<file path="config.mk">
export PLATFORM = sky130hd
export DESIGN_NAME = cpmt_cell
export DESIGN_NICKNAME = d
export VERILOG_FILES = /design/src/rtl/cpmt_pkg.sv /design/src/rtl/cpmt_cell.sv
export SDC_FILE = /design/constraint.sdc
export NUM_CORES = 1
export LEC_CHECK = 0
export BUFFER_PORTS_ARGS = -buffer_cell sky130_fd_sc_hd__buf_4
export CORE_ASPECT_RATIO = 1.25
export CORE_MARGIN = 5
export CORE_UTILIZATION = 40
export DETAILED_ROUTE_END_ITERATION = 10
export PLACE_DENSITY_LB_ADDON = 0.15
export SLEW_MARGIN = 20
export SYNTH_ARGS = -nofsm -noshare
export SYNTH_HDL_FRONTEND = slang
export SYNTH_SLANG_ARGS = --single-unit
export TNS_END_PERCENT = 1
</file>
<file path="constraint.sdc">
create_clock -name clk_i -period 2.9 [get_ports clk_i]
set_input_delay 0.29 -clock clk_i [delete_from_list [all_inputs] [get_ports clk_i]]
set_output_delay 0.29 -clock clk_i [all_outputs]
set_load 0.01 [all_outputs]
</file>
<file path="src/rtl/cpmt_pkg.sv">
// Package for the CAN PDU mapping table: field widths, request and status codes,
// and the search token that travels along the row of table cells.
// Depends on nothing; used by every other file of the block.
`default_nettype none

package cpmt_pkg;

  // Payload field widths.
  localparam int unsigned PduW = 16;
  localparam int unsigned CtlW = 3;
  localparam int unsigned CidW = 32;
  localparam int unsigned OpW  = 3;
  localparam int unsigned StW  = 2;

  // Request opcodes.
  typedef enum logic [OpW-1:0] {
    OP_CLEAR  = 3'd0,
    OP_ADD_RX = 3'd1,
    OP_ADD_TX = 3'd2,
    OP_RX_PDU = 3'd3,
    OP_TX_PDU = 3'd4,
    OP_RX_CID = 3'd5
  } op_e;

  // Result status codes.
  typedef enum logic [StW-1:0] {
    ST_OK   = 2'd0,
    ST_FULL = 2'd1,
    ST_MISS = 2'd2
  } status_e;

  // Control states of the top level.
  typedef enum logic [1:0] {
    S_IDLE,
    S_SEARCH,
    S_RESULT
  } state_e;

  // Search token handed from cell to cell, carrying the key and the first hit.
  typedef struct packed {
    logic            active;
    logic            use_tx;
    logic            by_cid;
    logic [PduW-1:0] pdu;
    logic [CtlW-1:0] ctl;
    logic [CidW-1:0] cid;
    logic            hit;
    logic [PduW-1:0] hit_pdu;
    logic [CtlW-1:0] hit_ctl;
    logic [CidW-1:0] hit_cid;
  } token_t;

  // Append request broadcast to all cells.
  typedef struct packed {
    logic            rx_en;
    logic            tx_en;
    logic [PduW-1:0] pdu;
    logic [CtlW-1:0] ctl;
    logic [CidW-1:0] cid;
  } wr_t;

endpackage

`default_nettype wire

</file>
<file path="src/rtl/cpmt_cell.sv">
// One cell of the mapping table row: holds one receive and one transmit entry,
// compares them against the passing search token and registers it onward.
// Depends on cpmt_pkg.
`default_nettype none

module cpmt_cell #(
  parameter int unsigned IDX  = 0,
  parameter int unsigned CntW = 7
) (
  input  wire logic              clk_i,
  input  wire logic              rst_ni,
  input  wire logic [CntW-1:0]   rx_cnt_i,
  input  wire logic [CntW-1:0]   tx_cnt_i,
  input  wire cpmt_pkg::wr_t     wr_i,
  input  wire cpmt_pkg::token_t  tok_i,
  output cpmt_pkg::token_t       tok_o
);

  localparam logic [CntW-1:0] MyIdx = CntW'(IDX);

  logic [cpmt_pkg::PduW-1:0] rx_pdu_q, tx_pdu_q;
  logic [cpmt_pkg::CtlW-1:0] rx_ctl_q, tx_ctl_q;
  logic [cpmt_pkg::CidW-1:0] rx_cid_q, tx_cid_q;
  logic                      rx_live, tx_live, match;
  cpmt_pkg::token_t          tok_d, tok_q;

  // Entry storage; an entry is written when the table's fill count points here.
  always_ff @(posedge clk_i) begin
    if (wr_i.rx_en && (rx_cnt_i == MyIdx)) begin
      rx_pdu_q <= wr_i.pdu;
      rx_ctl_q <= wr_i.ctl;
      rx_cid_q <= wr_i.cid;
    end
    if (wr_i.tx_en && (tx_cnt_i == MyIdx)) begin
      tx_pdu_q <= wr_i.pdu;
      tx_ctl_q <= wr_i.ctl;
      tx_cid_q <= wr_i.cid;
    end
  end

  // Only entries below the fill count take part in a search.
  assign rx_live = (MyIdx < rx_cnt_i);
  assign tx_live = (MyIdx < tx_cnt_i);

  always_comb begin
    if (tok_i.use_tx) begin
      match = tx_live && (tx_pdu_q == tok_i.pdu);
    end else if (tok_i.by_cid) begin
      match = rx_live && (rx_ctl_q == tok_i.ctl) && (rx_cid_q == tok_i.cid);
    end else begin
      match = rx_live && (rx_pdu_q == tok_i.pdu);
    end
  end

  // The first hit along the row is latched into the token and kept.
  always_comb begin
    tok_d = tok_i;
    if (tok_i.active && !tok_i.hit && match) begin
      tok_d.hit = 1'b1;
      if (tok_i.use_tx) begin
        tok_d.hit_pdu = tx_pdu_q;
        tok_d.hit_ctl = tx_ctl_q;
        tok_d.hit_cid = tx_cid_q;
      end else begin
        tok_d.hit_pdu = rx_pdu_q;
        tok_d.hit_ctl = rx_ctl_q;
        tok_d.hit_cid = rx_cid_q;
      end
    end
  end

  // Token register toward the next cell.
  always_ff @(posedge clk_i or negedge rst_ni) begin
    if (!rst_ni) begin
      tok_q <= '0;
    end else begin
      tok_q <= tok_d;
    end
  end

  assign tok_o = tok_q;

endmodule

`default_nettype wire

</file>
==> metrics.md <==
| Metric | Value |
|---|---|
| Status | completed |
| Post-Syn Nets | 602 |
| CP endpoint kind | flip-flop |
| Seq cells post-synth | 208 |
| Port Buffer Count | 280 |
| GPL Wtd Cong | 0.777 |
| Clock sinks | 208 |
| Largest net degree at the start of global routing | 62 |
| Site Rows | between 50 and 60 |
| Antenna diodes | 0 |
| Avg Cell Area, Syn | approximately 18 um^2 |
| Pleak | 0.00511 uW |
| Cell Pwr Density | 545 nW/um^2 |
| Fin Hold WS | 0.0218 ns |
| Post-Layout Cell Count | 1122 |
| Worst slew margin | between 40% and 50% |
| Ports | 281 |
| Placeable Area | 19300 um^2 |
| Die extent in y | roughly 170 um |
| DRC viols | 0 |
| Die X | 135 um |
| Grt ovf | 0 |
| Worst IR Drop VDD | between 400 and 500 uV |
| P_int | around 5200 uW |
| Final #Nets | 1016 |
| Tmin final | about 2.7 ns |
| Seq pwr share | 48.6% |
| Initial Util | 40.3% |
| Setup Fix Bufs, Post-CTS | 0 |
| RSZ-0062 raised after global routing | no |
| Initial antenna violation count | 0 |
| Initial DRC count | 170 |
| Startpoint types | primary input |
| Mapped Area | 7790 um^2 |
| Synth area leader | edfxtp_1 |
| Period utilization | between 90% and 100% |
| H-Tree Depth | 1 |
| Vias per Instance | 4.59 |
| Vias in the first global route | 6039 |
| Max Cap Violations | 0 |
| Clk pin slew, worst setup/hold paths | around 0.060 ns |
| Net Sw Frac | a little over a fifth |
| CTS Buffer Depth | 3 |
| Clock power share | 40.9% |
| Final clock skew | roughly 0.0098 ns |
| Routed len/inst | 19.1 um |
| Critical path type | in -> reg |
| Area delta synth->final | 55.2% |
| Synth Flop Type | dfrtp_1 |
| Placed Instances | 970 |
| CTS root buffer | clkbuf_16 |
| Slowest CP cell | dlygate4sd3_1 |
| Routed WL | around 21000 um |
| Number of buffers and inverters on the critical path | 3 |
| Post-DP HPWL | ~15000 um |
| Combinational share of power | 10.4% |
| Max Fclk | approximately 0.37 GHz |
| TritonCTS Buffers | 22 |
| Critical Path Max Stage Delay | between 0.5 and 0.6 ns |
| Post-DRT Antenna Nets | 0 |
| Fraction of registers with async set/reset | 51.0% |
| Synth top area share | 39.3% |
| Netlist cell types | 27 |
| Hold Vio Cnt, Final | 0 |
| Total power | between 6000 and 7000 uW |
| Tot GR Track Use | 18.9% |
| Setup_tns | 0 ns |
| 1st-pass router iterations | 4 |
| Cell family with most CP delay | simple AND/OR/NAND/NOR gates |
| Most frequent cell after synthesis | dfrtp_1 |
| Number of synthesized flops with an enable pin | 102 |
| Worst-skew pair later-pin latency | 0.50 ns |
| WP data required | approximately 3.3 ns |
| Crit-path max FO | 15 |
| Gate Count Post-Synth | 427 |
| Setup-failing EPs final | 0 |
| Warnings, synthesis | 0 |
| NetSw | 1400 uW |
| Critical Path AT | 3.08 ns |
| Worst hold path class | in -> reg |
| Via count | 5153 |
| Top cell by count, worst path | buf_4 |
| Fin. max-slew vios | 0 |
| CTS tree | done |
| First-pass GRT wire length | 32800 um |
| Worst-margin pin slew | 0.808 ns |
| Full die area | 22400 um^2 |
| Critical path cell sequence | dlygate4sd3_1 > buf_4 > xor2_1 > nor4_1 > nand4_1 > nor4_2 > a211oi_4 > buf_4 > mux2_1 |
| Register area share after synthesis | 73.3% |
| Synth cell count leaders | 106 x dfrtp_1, 102 x edfxtp_1, 94 x mux2_2, 56 x xor2_1, 14 x nor4_1 |
| Top cells by area, synth | edfxtp_1 39%, dfrtp_1 34%, mux2_2 14% |
| Layout cells sized above 1 | about half |
-- cells in the final DEF, fill, tap and decap left out, types with 2 or more instances in the layout --
cell           instances
buf_12                 4
clkbuf_8               2
mux2_1                 7
buf_4                285
mux2_2                94
xnor2_1                8
inv_1                  4
dlygate4sd3_1        112
nor4_1                14
nor3_1                 3
dfrtp_1              106
clkbuf_1               6
nand4_1                6
clkinv_2               6
clkbuf_16             23
edfxtp_1             102
and3_2                 2
xor2_1                56
a2111oi_2              2
-- state kept, by name (all words and copies together) (netlist names) --
name,count
rx_cid_q,32
tx_ctl_q,3
rx_ctl_q,3
tx_pdu_q,16
tx_cid_q,32
tok_o,106
rx_pdu_q,16
-- through the flow --
stage	utilization (%)	worst slack, ns	cell area, um^2
3_3_place_gp	53.2	0.256	10300
6_report	62.6	0.197	12100
5_1_grt	62.6	0.0842	12100
3_5_place_dp	53.2	0.173	10300
4_1_cts	62.6	0.206	12100
2_1_floorplan	-	0.573	7790
-- cells by family (layout without fill, tap and decap cells) --
group | Yosys count | after routing | share of synthesized area (%)
buffers and inverters | 15 | 445 | 1.22
XOR/XNOR | 64 | 64 | 7.19
flip-flops | 208 | 208 | 73.3
multiplexers | 101 | 101 | 14.6
AO/OA/AOI/OAI | 8 | 8 | 0.979
AND/OR/NAND/NOR | 31 | 31 | 2.67
-- timing repair --
| item | CTS | global route |
|---|---|---|
| hold endpoints to repair | 207 | 0 |
| setup endpoints to repair | 0 | 0 |
| gates resized for setup | 0 | 0 |
| hold buffers | 112 | 0 |
-- routing by layer --
metal  up-vias  track usage [%]  routed length, um
met5         -                0                  0
met4         0             5.98                519
met3        39             4.82               1680
met2       220             33.8              11300
met1      2498             22.0               7920
li1       2396                -                  -
-- cell type report --
class	count	area, um^2
well taps	265	332
flip-flops and latches	208	5720
clock buffers	31	626
multi-input cells	204	1990
fillers	1440	7230
inverters	4	15.0
clock inverters	9	72.6
repair buffers	401	3340
-- power by group through the flow --
stage | clock network (uW) | logic, uW | registers, uW
after floorplan | 0 | 115 | 3300
after global placement | 0 | 560 | 3260
after detailed placement | 0 | 570 | 3260
after CTS | 2780 | 698 | 3210
after global routing | 2910 | 742 | 3210
final | 2700 | 688 | 3210
-- path summary, 6_finish.rpt --
| path | from | endpoint | depth (start not counted) | slack [ns] |
|---|---|---|---|---|
| worst max-delay path | tok_i[96] | tok_o[38] | 9 | 0.20 |
| worst min-delay path | tok_i[51] | tok_o[51] | 2 | 0.02 |
| worst max register to register | rx_pdu_q[9] | tok_o[38] | 7 | 0.28 |
| worst min register to register | tx_cid_q[3] | tok_o[3] | 2 | 0.59 |
| max in group asynchronous | rst_ni | tok_o[21] | 3 | 1.74 |
| min in group asynchronous | rst_ni | tok_o[39] | 2 | 0.36 |
Power figures use the tool's default switching activity.
